===== src/sv/centered_moving_mean_defines.svh =====
// Assertion macros used by the cmm_window RTL.
`ifndef CENTERED_MOVING_MEAN_DEFINES_SVH
`define CENTERED_MOVING_MEAN_DEFINES_SVH
`ifndef ASSERT_OFF
`define CMM_ASSERT(label, clk, rst, prop, msg) \
   label: assert property (@(posedge clk) disable iff (rst) prop) else $error(msg);
`define CMM_ASSERT_NEXT(label, clk, rst, pre, post, msg) \
   label: assert property (@(posedge clk) disable iff (rst) pre |=> post) else $error(msg);
`else
`define CMM_ASSERT(label, clk, rst, prop, msg)
`define CMM_ASSERT_NEXT(label, clk, rst, pre, post, msg)
`endif
`endif


===== src/sv/cmm_pkg.sv =====
package cmm_pkg;

   // Field widths
   localparam int SAMPLE_W = 16;
   localparam int WIN_W    = 7;
   localparam int MEAN_W   = 24;
   localparam int FRAC_W   = 8;

   // Window geometry
   localparam int MAX_HALF   = 32;
   localparam int LINE_DEPTH = 2 * MAX_HALF + 1;
   localparam int HALF_W     = $clog2(MAX_HALF + 1);
   localparam int TOP_W      = $clog2(LINE_DEPTH);
   localparam int CNT_W      = $clog2(LINE_DEPTH + 1);

   // Running sum and divider sizes
   localparam int SUM_W     = 23;
   localparam int MAG_W     = SUM_W - 1;
   localparam int DVS_W     = CNT_W + 1;
   localparam int QUO_W     = MEAN_W;
   localparam int NUM_W     = DVS_W + QUO_W;
   localparam int DIV_STEPS = QUO_W;

   localparam logic [WIN_W-1:0] WINDOW_RESET = WIN_W'(5);

   // One delay line entry
   typedef struct packed {
      logic                       miss;
      logic signed [SAMPLE_W-1:0] value;
   } cmm_tap_type;

   // Window sum and count for one result
   typedef struct packed {
      logic                    valid;
      logic signed [SUM_W-1:0] sum;
      logic [CNT_W-1:0]        count;
      logic                    eos;
   } cmm_res_type;

   // One divider stage
   typedef struct packed {
      logic             valid;
      logic [DVS_W-1:0] rem;
      logic [QUO_W-1:0] low;
      logic [QUO_W-1:0] quo;
      logic [DVS_W-1:0] dvs;
      logic             neg;
      logic             empty;
      logic             eos;
   } cmm_div_type;

   // Finished result word
   typedef struct packed {
      logic                     valid;
      logic signed [MEAN_W-1:0] mean_value;
      logic                     empty_res;
      logic                     end_of_stream;
   } cmm_out_type;

endpackage


===== src/sv/cmm_ifs.sv =====
// Sample channel
interface cmm_req_if import cmm_pkg::*; ();
   logic                       valid;
   logic                       ready;
   logic signed [SAMPLE_W-1:0] sample;
   logic                       missing;
   logic                       last;

   modport source (output valid, sample, missing, last, input ready);
   modport sink   (input valid, sample, missing, last, output ready);
endinterface

// Result channel
interface cmm_rsp_if import cmm_pkg::*; ();
   logic                     valid;
   logic                     ready;
   logic signed [MEAN_W-1:0] mean_value;
   logic                     empty_res;
   logic                     end_of_stream;

   modport source (output valid, mean_value, empty_res, end_of_stream, input ready);
   modport sink   (input valid, mean_value, empty_res, end_of_stream, output ready);
endinterface

// Window length register write channel
interface cmm_csr_if import cmm_pkg::*; ();
   logic             valid;
   logic             ready;
   logic [WIN_W-1:0] window;

   modport source (output valid, window, input ready);
   modport sink   (input valid, window, output ready);
endinterface


===== src/sv/cmm_tap_cell.sv =====
module cmm_tap_cell import cmm_pkg::*; (
   input  logic                       clock,
   input  logic                       reset,
   input  logic                       shift,
   input  logic                       clear,
   input  logic                       sel,
   input  cmm_tap_type                din,
   output cmm_tap_type                dout,
   output logic                       tap_present,
   output logic signed [SAMPLE_W-1:0] tap_value
);

   cmm_tap_type entry_ff;
   cmm_tap_type entry_in;

   // clear marks the entry missing, shift takes the neighbor's entry
   always_comb begin
      entry_in = entry_ff;
      if (clear) begin
         entry_in.miss = 1'b1;
      end else if (shift) begin
         entry_in = din;
      end
   end

   always_ff @(posedge clock) begin
      if (reset) begin
         entry_ff.miss <= 1'b1;
      end else begin
         entry_ff <= entry_in;
      end
   end

   assign dout = entry_ff;

   // gated tap, zero unless this is the selected and present entry
   assign tap_present = sel & ~entry_ff.miss;
   assign tap_value   = tap_present ? entry_ff.value : '0;

endmodule


===== src/sv/cmm_window.sv =====
`include "centered_moving_mean_defines.svh"

module cmm_window import cmm_pkg::*; (
   input  logic             clock,
   input  logic             reset,
   input  logic             adv,
   input  logic [WIN_W-1:0] window,
   cmm_req_if.sink          req_port,
   output cmm_res_type      res
);

   logic                    active_ff, active_in;
   logic [HALF_W-1:0]       cur_half_ff, half_in;
   logic [HALF_W-1:0]       seen_ff, seen_in;
   logic signed [SUM_W-1:0] sum_ff, sum_in;
   logic [CNT_W-1:0]        count_ff, count_in;
   logic                    flush_ff, flush_in;
   logic [HALF_W-1:0]       flush_left_ff, left_in;
   cmm_res_type             res_ff, res_in;

   logic [HALF_W-1:0]          raw_half, new_half, eff_half;
   logic [TOP_W-1:0]           top_idx;
   logic                       take, step, emit, final_step;
   logic signed [SAMPLE_W-1:0] step_val;
   logic                       step_miss;
   cmm_tap_type                head;
   logic                       leave_present;
   logic signed [SAMPLE_W-1:0] leave_value;
   logic signed [SUM_W-1:0]    sum_step;
   logic [CNT_W-1:0]           count_step;

   cmm_tap_type                line_out [LINE_DEPTH];
   logic [LINE_DEPTH-1:0]      tap_present;
   logic signed [SAMPLE_W-1:0] tap_value [LINE_DEPTH];

   // half width, taken from the register when a stream starts
   assign raw_half = window[WIN_W-1:1];
   assign new_half = (raw_half > HALF_W'(MAX_HALF)) ? HALF_W'(MAX_HALF) : raw_half;
   assign eff_half = active_ff ? cur_half_ff : new_half;
   assign top_idx  = {eff_half, 1'b0};

   // a step is an accepted word or one flush slot
   assign req_port.ready = adv & ~flush_ff;
   assign take       = req_port.valid & req_port.ready;
   assign step       = take | (flush_ff & adv);
   assign step_val   = flush_ff ? '0 : req_port.sample;
   assign step_miss  = flush_ff | req_port.missing;
   assign emit       = (seen_ff >= eff_half);
   assign final_step = step & ((take & req_port.last & (eff_half == '0)) |
                               (flush_ff & (flush_left_ff == HALF_W'(1))));

   assign head.miss  = step_miss;
   assign head.value = step_val;

   // delay line cells
   for (genvar k = 0; k < LINE_DEPTH; k++) begin : g_line
      cmm_tap_type cell_din;
      if (k == 0) begin : g_head
         assign cell_din = head;
      end else begin : g_body
         assign cell_din = line_out[k-1];
      end
      cmm_tap_cell u_cell (
         .clock       (clock),
         .reset       (reset),
         .shift       (step),
         .clear       (final_step),
         .sel         (top_idx == TOP_W'(k)),
         .din         (cell_din),
         .dout        (line_out[k]),
         .tap_present (tap_present[k]),
         .tap_value   (tap_value[k])
      );
   end

   // entry leaving the window
   always_comb begin
      leave_value = '0;
      for (int k = 0; k < LINE_DEPTH; k++) begin
         leave_value = leave_value | tap_value[k];
      end
   end
   assign leave_present = |tap_present;

   // running sum and present count
   assign sum_step   = sum_ff - SUM_W'(leave_value) +
                       (step_miss ? SUM_W'(0) : SUM_W'(step_val));
   assign count_step = count_ff - CNT_W'(leave_present) + CNT_W'(!step_miss);

   // stream state
   always_comb begin
      active_in = active_ff;
      half_in   = cur_half_ff;
      seen_in   = seen_ff;
      sum_in    = sum_ff;
      count_in  = count_ff;
      flush_in  = flush_ff;
      left_in   = flush_left_ff;
      if (final_step) begin
         active_in = 1'b0;
         half_in   = '0;
         seen_in   = '0;
         sum_in    = '0;
         count_in  = '0;
         flush_in  = 1'b0;
         left_in   = '0;
      end else if (step) begin
         active_in = 1'b1;
         half_in   = eff_half;
         sum_in    = sum_step;
         count_in  = count_step;
         if (!emit) begin
            seen_in = seen_ff + HALF_W'(1);
         end
         if (take && req_port.last) begin
            flush_in = 1'b1;
            left_in  = eff_half;
         end else if (flush_ff) begin
            left_in = flush_left_ff - HALF_W'(1);
         end
      end
   end

   always_ff @(posedge clock) begin
      if (reset) begin
         active_ff     <= 1'b0;
         cur_half_ff   <= '0;
         seen_ff       <= '0;
         sum_ff        <= '0;
         count_ff      <= '0;
         flush_ff      <= 1'b0;
         flush_left_ff <= '0;
      end else begin
         active_ff     <= active_in;
         cur_half_ff   <= half_in;
         seen_ff       <= seen_in;
         sum_ff        <= sum_in;
         count_ff      <= count_in;
         flush_ff      <= flush_in;
         flush_left_ff <= left_in;
      end
   end

   // result stage
   always_comb begin
      res_in.valid = step & emit;
      res_in.sum   = sum_step;
      res_in.count = count_step;
      res_in.eos   = final_step;
   end

   always_ff @(posedge clock) begin
      if (adv) begin
         res_ff <= res_in;
      end
      if (reset) begin
         res_ff.valid <= 1'b0;
      end
   end

   assign res = res_ff;

   `CMM_ASSERT(a_count_span, clock, reset, (({1'b0, count_ff}) <= ({1'b0, cur_half_ff, 1'b0} + 8'd1)), "present count exceeds window span")
   `CMM_ASSERT(a_idle_clear, clock, reset, (!active_ff |-> (sum_ff == '0 && count_ff == '0 && seen_ff == '0)), "idle stream state not clear")
   `CMM_ASSERT(a_flush_active, clock, reset, (flush_ff |-> active_ff), "flush outside a stream")
   `CMM_ASSERT_NEXT(a_eos_clears, clock, reset, (adv && res_in.valid && res_in.eos), (!active_ff && !flush_ff), "stream not closed after final word")

endmodule


===== src/sv/cmm_div_cell.sv =====
module cmm_div_cell import cmm_pkg::*; (
   input  logic        clock,
   input  logic        reset,
   input  logic        adv,
   input  cmm_div_type prev,
   output cmm_div_type stage
);

   cmm_div_type      stage_ff, stage_in;
   logic [DVS_W:0]   trial;
   logic             fits;

   // one restoring step: bring down a numerator bit, subtract if it fits
   assign trial = {prev.rem, prev.low[QUO_W-1]};
   assign fits  = (trial >= {1'b0, prev.dvs});

   always_comb begin
      stage_in     = prev;
      stage_in.low = {prev.low[QUO_W-2:0], 1'b0};
      stage_in.quo = {prev.quo[QUO_W-2:0], fits};
      if (fits) begin
         stage_in.rem = DVS_W'(trial - {1'b0, prev.dvs});
      end else begin
         stage_in.rem = trial[DVS_W-1:0];
      end
   end

   always_ff @(posedge clock) begin
      if (adv) begin
         stage_ff <= stage_in;
      end
      if (reset) begin
         stage_ff.valid <= 1'b0;
      end
   end

   assign stage = stage_ff;

endmodule


===== src/sv/cmm_divider.sv =====
module cmm_divider import cmm_pkg::*; (
   input  logic        clock,
   input  logic        reset,
   input  logic        adv,
   input  cmm_res_type res,
   output cmm_out_type result
);

   cmm_div_type             prep_ff, prep_in;
   cmm_div_type             stage_out [DIV_STEPS];
   cmm_div_type             tail;
   logic                    neg;
   logic signed [SUM_W-1:0] abs_sum;
   logic [NUM_W-1:0]        num;

   // numerator 2*|sum|*256 + count, divisor 2*count
   assign neg     = res.sum[SUM_W-1];
   assign abs_sum = neg ? -res.sum : res.sum;
   assign num     = (NUM_W'(abs_sum[MAG_W-1:0]) << (FRAC_W + 1)) + NUM_W'(res.count);

   always_comb begin
      prep_in.valid = res.valid;
      prep_in.rem   = num[NUM_W-1 -: DVS_W];
      prep_in.low   = num[QUO_W-1:0];
      prep_in.quo   = '0;
      prep_in.dvs   = {res.count, 1'b0};
      prep_in.neg   = neg;
      prep_in.empty = (res.count == '0);
      prep_in.eos   = res.eos;
   end

   always_ff @(posedge clock) begin
      if (adv) begin
         prep_ff <= prep_in;
      end
      if (reset) begin
         prep_ff.valid <= 1'b0;
      end
   end

   // one quotient bit per cell
   for (genvar k = 0; k < DIV_STEPS; k++) begin : g_div
      cmm_div_type cell_prev;
      if (k == 0) begin : g_first
         assign cell_prev = prep_ff;
      end else begin : g_next
         assign cell_prev = stage_out[k-1];
      end
      cmm_div_cell u_cell (
         .clock (clock),
         .reset (reset),
         .adv   (adv),
         .prev  (cell_prev),
         .stage (stage_out[k])
      );
   end

   // sign and empty window
   assign tail = stage_out[DIV_STEPS-1];

   always_comb begin
      result.valid         = tail.valid;
      result.empty_res     = tail.empty;
      result.end_of_stream = tail.eos;
      if (tail.empty) begin
         result.mean_value = '0;
      end else if (tail.neg) begin
         result.mean_value = -tail.quo;
      end else begin
         result.mean_value = tail.quo;
      end
   end

endmodule


===== src/sv/centered_moving_mean.sv =====
// Centered moving mean of a sample stream with missing samples.
// req_port carries one sample word per handshake (sample, missing, last).
// rsp_port returns one mean word per sample, in stream order, as signed
// fixed point with 8 fraction bits; empty_res flags a window with no
// present sample, end_of_stream marks the stream's final result.
// csr_port writes the window length; it is always ready and the new
// length applies from the next stream's first word.
// The result for sample i leaves once sample i+half arrives; on its way to
// rsp_port it passes one window stage, one divider setup stage, 24 one-bit
// divider cells and the output register.
// While streaming and rsp_port is not stalled, one word is taken per cycle.
// A word with last set is followed by half flush steps, with req_port.ready
// low, that push the remaining results into the pipeline.
// When rsp_port stalls, the whole pipeline holds and req_port.ready drops.
// Reset empties the delay line and the pipeline and sets the window to 5.
module centered_moving_mean import cmm_pkg::*; (
   input logic        clock,
   input logic        reset,
   cmm_req_if.sink    req_port,
   cmm_rsp_if.source  rsp_port,
   cmm_csr_if.sink    csr_port
);

   logic [WIN_W-1:0] window_ff;
   cmm_out_type      rsp_ff;
   cmm_res_type      res;
   cmm_out_type      div_out;
   logic             adv;

   // window length register
   assign csr_port.ready = 1'b1;

   always_ff @(posedge clock) begin
      if (reset) begin
         window_ff <= WINDOW_RESET;
      end else if (csr_port.valid) begin
         window_ff <= csr_port.window;
      end
   end

   // pipeline moves whenever the output register is free or being read
   assign adv = ~rsp_ff.valid | rsp_port.ready;

   cmm_window u_window (
      .clock    (clock),
      .reset    (reset),
      .adv      (adv),
      .window   (window_ff),
      .req_port (req_port),
      .res      (res)
   );

   cmm_divider u_divider (
      .clock  (clock),
      .reset  (reset),
      .adv    (adv),
      .res    (res),
      .result (div_out)
   );

   // output register
   always_ff @(posedge clock) begin
      if (adv) begin
         rsp_ff <= div_out;
      end
      if (reset) begin
         rsp_ff.valid <= 1'b0;
      end
   end

   assign rsp_port.valid         = rsp_ff.valid;
   assign rsp_port.mean_value    = rsp_ff.mean_value;
   assign rsp_port.empty_res     = rsp_ff.empty_res;
   assign rsp_port.end_of_stream = rsp_ff.end_of_stream;

endmodule


===== src/flat_wrapper.sv =====
// flat-port wrapper written by rule: the top's interface ports become plain ports
module centered_moving_mean_flat import cmm_pkg::*;
  (clock, reset, req_port_valid, req_port_sample, req_port_missing, req_port_last, req_port_ready, rsp_port_valid, rsp_port_mean_value, rsp_port_empty_res, rsp_port_end_of_stream, rsp_port_ready, csr_port_valid, csr_port_window, csr_port_ready);
  cmm_req_if req_port_i ();
  cmm_rsp_if rsp_port_i ();
  cmm_csr_if csr_port_i ();
  input logic clock;
  input logic reset;
  input wire logic [$bits(req_port_i.valid)-1:0] req_port_valid;
  input wire logic [$bits(req_port_i.sample)-1:0] req_port_sample;
  input wire logic [$bits(req_port_i.missing)-1:0] req_port_missing;
  input wire logic [$bits(req_port_i.last)-1:0] req_port_last;
  output wire logic [$bits(req_port_i.ready)-1:0] req_port_ready;
  output wire logic [$bits(rsp_port_i.valid)-1:0] rsp_port_valid;
  output wire logic [$bits(rsp_port_i.mean_value)-1:0] rsp_port_mean_value;
  output wire logic [$bits(rsp_port_i.empty_res)-1:0] rsp_port_empty_res;
  output wire logic [$bits(rsp_port_i.end_of_stream)-1:0] rsp_port_end_of_stream;
  input wire logic [$bits(rsp_port_i.ready)-1:0] rsp_port_ready;
  input wire logic [$bits(csr_port_i.valid)-1:0] csr_port_valid;
  input wire logic [$bits(csr_port_i.window)-1:0] csr_port_window;
  output wire logic [$bits(csr_port_i.ready)-1:0] csr_port_ready;
  assign req_port_i.valid = req_port_valid;
  assign req_port_i.sample = req_port_sample;
  assign req_port_i.missing = req_port_missing;
  assign req_port_i.last = req_port_last;
  assign req_port_ready = req_port_i.ready;
  assign rsp_port_valid = rsp_port_i.valid;
  assign rsp_port_mean_value = rsp_port_i.mean_value;
  assign rsp_port_empty_res = rsp_port_i.empty_res;
  assign rsp_port_end_of_stream = rsp_port_i.end_of_stream;
  assign rsp_port_i.ready = rsp_port_ready;
  assign csr_port_i.valid = csr_port_valid;
  assign csr_port_i.window = csr_port_window;
  assign csr_port_ready = csr_port_i.ready;
  centered_moving_mean u_core (.clock(clock), .reset(reset), .req_port(req_port_i), .rsp_port(rsp_port_i), .csr_port(csr_port_i));
endmodule

===== config.mk =====
export PLATFORM = sky130hd
export DESIGN_NAME = centered_moving_mean_flat
export DESIGN_NICKNAME = d
export VERILOG_FILES = /design/src/sv/cmm_pkg.sv /design/src/sv/cmm_ifs.sv /design/src/sv/cmm_tap_cell.sv /design/src/sv/cmm_window.sv /design/src/sv/cmm_div_cell.sv /design/src/sv/cmm_divider.sv /design/src/sv/centered_moving_mean.sv /design/src/flat_wrapper.sv
export VERILOG_INCLUDE_DIRS = /design/src /design/src/sv
export SDC_FILE = /design/constraint.sdc
export NUM_CORES = 2
export LEC_CHECK = 0
export ABC_AREA = 1
export BUFFER_PORTS_ARGS = -buffer_cell sky130_fd_sc_hd__buf_2
export CORE_MARGIN = 4
export CORE_UTILIZATION = 40
export DETAILED_ROUTE_END_ITERATION = 6
export PLACE_DENSITY = 0.56
export REMOVE_ABC_BUFFERS = 1
export SYNTH_ARGS = -nofsm -noshare
export SYNTH_HDL_FRONTEND = slang
export SYNTH_SLANG_ARGS = --single-unit

===== constraint.sdc =====
create_clock -name clock -period 36.1 [get_ports clock]
set_input_delay 1.805 -clock clock [delete_from_list [all_inputs] [get_ports clock]]
set_output_delay 1.805 -clock clock [all_outputs]
set_load 0.05 [all_outputs]

Word level (Yosys, flattened, before mapping)
Index checks and enable logic that the tools add are counted.
{"block": "word_totals", "ff_bits": 2281, "input_bits": 30, "wordCells": 624}
{"block": "classes", "n_addsub": 32, "magnitude_cmp": 26, "eq_ne": 33, "n_mux": 64, "n_bitwise": 115, "n_reduce_logical": 12}
{"operator": "16-bit 2-to-1 mux", "count": 34}
{"operator": "16-bit OR", "count": 32}
{"operator": "9-bit by 8-bit >= comparator with 1-bit output", "count": 24}
{"operator": "8-bit 2-to-1 mux", "count": 23}
{"operator": "8-bit subtractor", "count": 23}
{"operator": "6-bit by 5-bit == test with 1-bit output (second input constant)", "count": 16}
{"operator": "6-bit by 4-bit == test with 1-bit output (second input constant)", "count": 8}
{"operator": "1-bit bitwise AND", "count": 41}
{"operator": "1-bit inverter", "count": 38}
{"operator": "33-bit OR reduction", "count": 1}
{"operator": "31-bit by 7-bit adder with 32-bit output", "count": 1}
{"operator": "6-bit by 3-bit == test with 1-bit output (second input constant)", "count": 4}
{"operator": "24-bit 2-to-1 mux", "count": 1}
{"operator": "6-bit 2-to-1 mux", "count": 4}
{"operator": "24-bit negation", "count": 1}
{"operator": "23-bit adder", "count": 1}
{"operator": "23-bit 2-to-1 mux", "count": 1}
{"operator": "23-bit by 16-bit subtractor with 23-bit output", "count": 1}
{"operator": "22-bit 2-to-1 mux", "count": 1}
{"operator": "22-bit negation", "count": 1}
{"operator": "7-bit logical NOT", "count": 2}
{"operator": "6-bit by 1-bit == test with 1-bit output (second input constant)", "count": 2}
{"operator": "6-bit by 2-bit == test with 1-bit output (second input constant)", "count": 2}
{"operator": "7-bit by 1-bit adder with 7-bit output", "count": 1}
{"operator": "14 further kinds", "count": 19}

Depth between registers and ports, before layout
{"block": "depth", "depth_word": 40, "ltp_mapped": 30, "depth_no_buf": 28}

Hierarchy
Synthesis repeated with hierarchy kept, for this count alone.
{"block": "unflattened", "cells_unflattened": 9787, "hier_area_um2": 122149.7}
{"mod": "cmm_tap_cell", "n_inst": 65, "cells_each": 59, "area_per_inst_um2": 706.9}
{"mod": "cmm_div_cell (u_core.u_divider.g_div[0].u_cell ...)", "n_inst": 12, "cells_each": 178, "area_per_inst_um2": 2677.6}
{"mod": "cmm_div_cell (u_core.u_divider.g_div[1].u_cell ...)", "n_inst": 11, "cells_each": 179, "area_per_inst_um2": 2661.3}
{"mod": "cmm_window", "n_inst": 1, "cells_each": 1253, "area_per_inst_um2": 8590.7}
{"mod": "cmm_div_cell (u_core.u_divider.g_div[2].u_cell)", "n_inst": 1, "cells_each": 178, "area_per_inst_um2": 2617.5}
{"mod": "cmm_divider", "n_inst": 1, "cells_each": 353, "area_per_inst_um2": 2522.4}
{"mod": "centered_moving_mean", "n_inst": 1, "cells_each": 63, "area_per_inst_um2": 1063.5}

Worst setup path after synthesis
No wires, ideal clock.
{"block": "synth_timing", "path_type": "input-to-reg", "startpoint": "input port rsp_port_ready", "endpoint": "register u_core.rsp_ff (netlist bit u_core.rsp_port.empty_res) (enable)", "t_arrival_ns": 26.538, "t_required_ns": 34.481, "path_slack_ns": 7.943, "path_stages": 4, "cell_sequence": "nor2_1 -> clkbuf_1 -> clkinv_1 -> buf_1"}
{"block": "synth_via", "elab_chain_cells": 1}
{"element": "start: declaration", "line": "flat_wrapper.sv:18", "rtl": "input wire logic [$bits(rsp_port_i.ready)-1:0] rsp_port_ready;"}
{"element": "1-bit OR", "line": "centered_moving_mean.sv:42", "rtl": "assign adv = ~rsp_ff.valid | rsp_port.ready;"}
{"element": "end signal: assignment", "line": "centered_moving_mean.sv:64", "rtl": "rsp_ff <= div_out;"}
{"element": "end: declaration", "line": "centered_moving_mean.sv:25", "rtl": "cmm_out_type rsp_ff;"}
No other way between the ends.
A chain may end at the register's enable or synchronous reset.

Final worst setup path
{"block": "layout_timing", "startpoint": "input port rsp_port_ready", "endpoint": "register u_core.u_window.g_line[28].u_cell.entry_ff (netlist bit u_core.u_window.g_line[28].u_cell.dout[9]) (enable)"}
{"block": "layout_via", "elab_chain_cells": 9, "elab_cells_between_ends": 11, "classes_between": "bitwise: 10; reduce/logical: 1"}
{"element": "1-bit OR (*)", "line": "centered_moving_mean.sv:42"}
{"element": "1-bit bitwise AND", "line": "cmm_window.sv:43", "rtl": "assign req_port.ready = adv & ~flush_ff;"}
{"element": "1-bit bitwise AND", "line": "cmm_window.sv:44", "rtl": "assign take = req_port.valid & req_port.ready;"}
{"element": "1-bit bitwise AND (2 in series)", "line": "cmm_window.sv:49", "rtl": "assign final_step = step & ((take & req_port.last & (eff_half == '0)) |"}
{"element": "1-bit OR", "line": "cmm_window.sv:49"}
{"element": "1-bit bitwise AND (*)", "line": "cmm_window.sv:49"}
{"element": "via u_core.u_window.final_step", "line": "cmm_window.sv:23", "rtl": "logic take, step, emit, final_step;"}
{"element": "1-bit inverter (no source line) (*)"}
{"element": "3-bit AND reduction (no source line) (*)"}
{"element": "end signal: assignment", "line": "cmm_tap_cell.sv:30", "rtl": "entry_ff <= entry_in;"}
{"element": "end: declaration", "line": "cmm_tap_cell.sv:13", "rtl": "cmm_tap_type entry_ff;"}
Mark *: on every way through the listed nets, which the timed path passes. The rest lies on a longest branch.

==> metrics.cfg <==
[worst_setup_path]
crit_path_max_fanout=119
cpMostUsedCell=buf_4
r2r-end=u_core.u_window.g_line[28].u_cell.dout[9]
path_buf_inv=8
critPathMaxStageDelay_ps=1010
worstPathRequired_ps=36520
cp-startpoint=rsp_port_ready
cp_data_arrival_time_ps=7590
crit_type=primary input to register
start_kind=primary input
timing.rr.start=u_core.rsp_port.valid
crit_cells=15
path_delay_family=buffers and inverters
worstPathCellList=buf_2 > nor2_2 > buf_4 > nor2_1 > nand3_1 > inv_1 > nand3_1 > a21oi_2 > nor2_4 > buf_4 > nand2_1 > inv_8 > buf_4 > buf_4 > buf_4
r2r_slack_ps=29630
crit_path_end=u_core.u_window.g_line[28].u_cell.dout[9]
critPathCaptureType=register
crit_path_top_delay_cell=buf_4
rr_worst_depth=15

[sta]
slew_violations=0
timing.final.hold_violations=0
setup_viol=0
post-route-period-util=0.199
max_freq_mhz=139
finClkSkew_ps=57.3
fin_ws_ps=28920
period_needed_ps=7180
whs_ps=388
rsz0062_at_grt=false
worst_slew_pin_slew_ps=1150
max_slew_margin=0.233
tns_ps=0

[route]
drc=0
first_pass_iters=6
routed_wl_mm=159
vias=41300
drt_iter0_markers=4333
routedWlPerCell_um=19.2
viasPerCell=5.00
postRouteAntennaNets=0

[logic_synthesis]
yosys_most_used_dff=edfxtp_1
async_flop_share=0
syn_area_um2=79100
ys_types=58
synth.largest_area_cell=edfxtp_1
syn_inst=5259
synth.area.top_cells=edfxtp_1 74%, dfxtp_1 3.7%, ha_1 3.3%
synth_warnings=0
ys_seq_area_frac=0.775
synth_edf_count=1943
synth_top_area_share=0.737
synth_seq_cells=2091
synth_area_per_cell_um2=15.0

[global_routing]
gr-total-overflow=0
grt_pass1_wl_mm=240
grt_antenna_before_repair=5
grt_usage=0.153
grt_max_degree=191
grt_pass1_vias=39900

[power_and_ir_drop]
ir_worst_vdd_mv=0.0572
p_leak_uw=0.0330
p_per_area_nw_per_um2=84.2

[layout]
fin_cells=8249
n_fill_cell=17100
layout_common_cells=1943 x edfxtp_1, 575 x nand2_1, 497 x nor2_1
fin_nets=5729
area.growth.synth_to_final_pct=12.8
utilization=0.456
layout_commonest_cell=edfxtp_1
regArea_um2=61300
drive_gt1_frac=0.0830
multi_input_area_um2=15400

[floorplanning]
dieArea_um2=205000
start_util=0.404
ioPinCount=59
coreArea_um2=196000
rows=162
dieWidth_um=453
die_h_um=453

[cts]
cts_max_level=4
post_cts_buffers=0
clk_pin_slew_ps=60
ctsHoldBuffers=0
cts_buffers=208
insertion_delay_ps=850
post_cts_resized=0
cts_tree=built
clockBufferDepth=3
cts_num_sinks=2091
root_buffer=clkbuf_16

[status]
status=completed

[placed_design]
place_inst=7860
place_hpwl_mm=96.0
io_buffers=56
pre_cts_ws_ps=28040
place_congestion=0.839

[hold_path]
hold_path.class=register to register

[run]
maxCapViolCount=0

==> layer usage <==
metal | up-vias | global-route usage | routed length [µm]
li1 | 19500 | - | -
met4 | 0 | 0.0401 | 3310
met3 | 244 | 0.0288 | 10000
met1 | 20500 | 0.216 | 71400
met5 | - | 0 | 0
met2 | 1083 | 0.243 | 74000
==> registers in the layout, indices dropped and copies added (netlist names), 6 cells and up <==
name / count
u_core.rsp_port.mean_value: 24
u_core.u_divider.g_div.cell_prev: 33
u_core.u_divider.g_div.u_cell.stage: 838
u_core.u_window.count_ff: 7
u_core.u_window.cur_half_ff: 6
u_core.u_window.flush_left_ff: 6
u_core.u_window.g_line.u_cell.dout: 1105
u_core.u_window.res: 32
u_core.u_window.seen_ff: 6
u_core.u_window.sum_ff: 23
u_core.window_ff: 6
==> synthesized netlist by cell type, types with 5 or more instances <==
cell and count:
dfxtp_1 148, buf_6 8, o22ai_1 17, o21a_1 5
fa_1 46, a21oi_1 199, or3_1 10, nor2_2 11
buf_1 5, edfxtp_1 1943, o211ai_1 15, nand4_1 77
buf_2 33, nor3_1 57, xor2_1 101, a22o_1 81
nand2_1 575, a31oi_1 21, a211oi_1 30, o21bai_1 7
xnor2_1 48, o2111ai_1 8, nand2_2 16, inv_2 31
nor2_1 499, a32o_1 16, ha_1 207, o21ai_0 299
nand3_1 82, inv_1 473, clkbuf_1 63, nor4_1 26
buf_4 6, a221oi_1 45
==> power breakdown <==
part	internal [µW]	switching (µW)
logic	634	1040
registers	3470	261
clock network	1210	903
==> kinds of logic after synthesis <==
family	Yosys count	synth area share
flip-flops	2091	0.775
XOR/XNOR	149	0.0165
other	1	0.0000474
adder cells (fa/ha/maj)	253	0.0444
AND/OR/NAND/NOR	1374	0.0734
buffers and inverters	621	0.0310
AO/OA/AOI/OAI	770	0.0597
==> worst min-delay path by stage <==
stage	startpoint	end	slack (ps)	cells after the start
6_report	u_core.u_divider.g_div[4].u_cell.stage[11]	u_core.u_divider.g_div[5].u_cell.stage[12]	390	0
5_1_grt	u_core.u_window.g_line[57].u_cell.dout[9]	u_core.u_window.g_line[58].u_cell.dout[9]	370	0
4_1_cts	u_core.u_window.g_line[57].u_cell.dout[9]	u_core.u_window.g_line[58].u_cell.dout[9]	380	0
3_5_place_dp	u_core.u_divider.g_div[0].cell_prev[2]	u_core.u_divider.g_div[0].u_cell.stage[2]	400	0
3_3_place_gp	u_core.u_window.g_line[33].u_cell.dout[11]	u_core.u_window.g_line[34].u_cell.dout[11]	400	0
2_1_floorplan	u_core.u_divider.g_div[23].u_cell.stage[0]	u_core.rsp_port.end_of_stream	400	0
==> area by class of cell <==
type | count | share of cell area
inverters | 506 | 0.0215
clock buffers | 262 | 0.0621
multi-input cells | 2547 | 0.172
clock inverters | 126 | 0.0134
diodes | 1 | 0.0000280
repair buffers | 92 | 0.00687
flip-flops and latches | 2091 | 0.687
well taps | 2624 | 0.0368
==> through the flow <==
step	cell area (µm²)	power, µW
2_1_floorplan	78600	5060
3_3_place_gp	82500	5410
3_5_place_dp	82500	5460
4_1_cts	89200	7610
5_1_grt	89200	8010
6_report	89200	7520
Note: power is estimated with default switching activity, not from simulation.
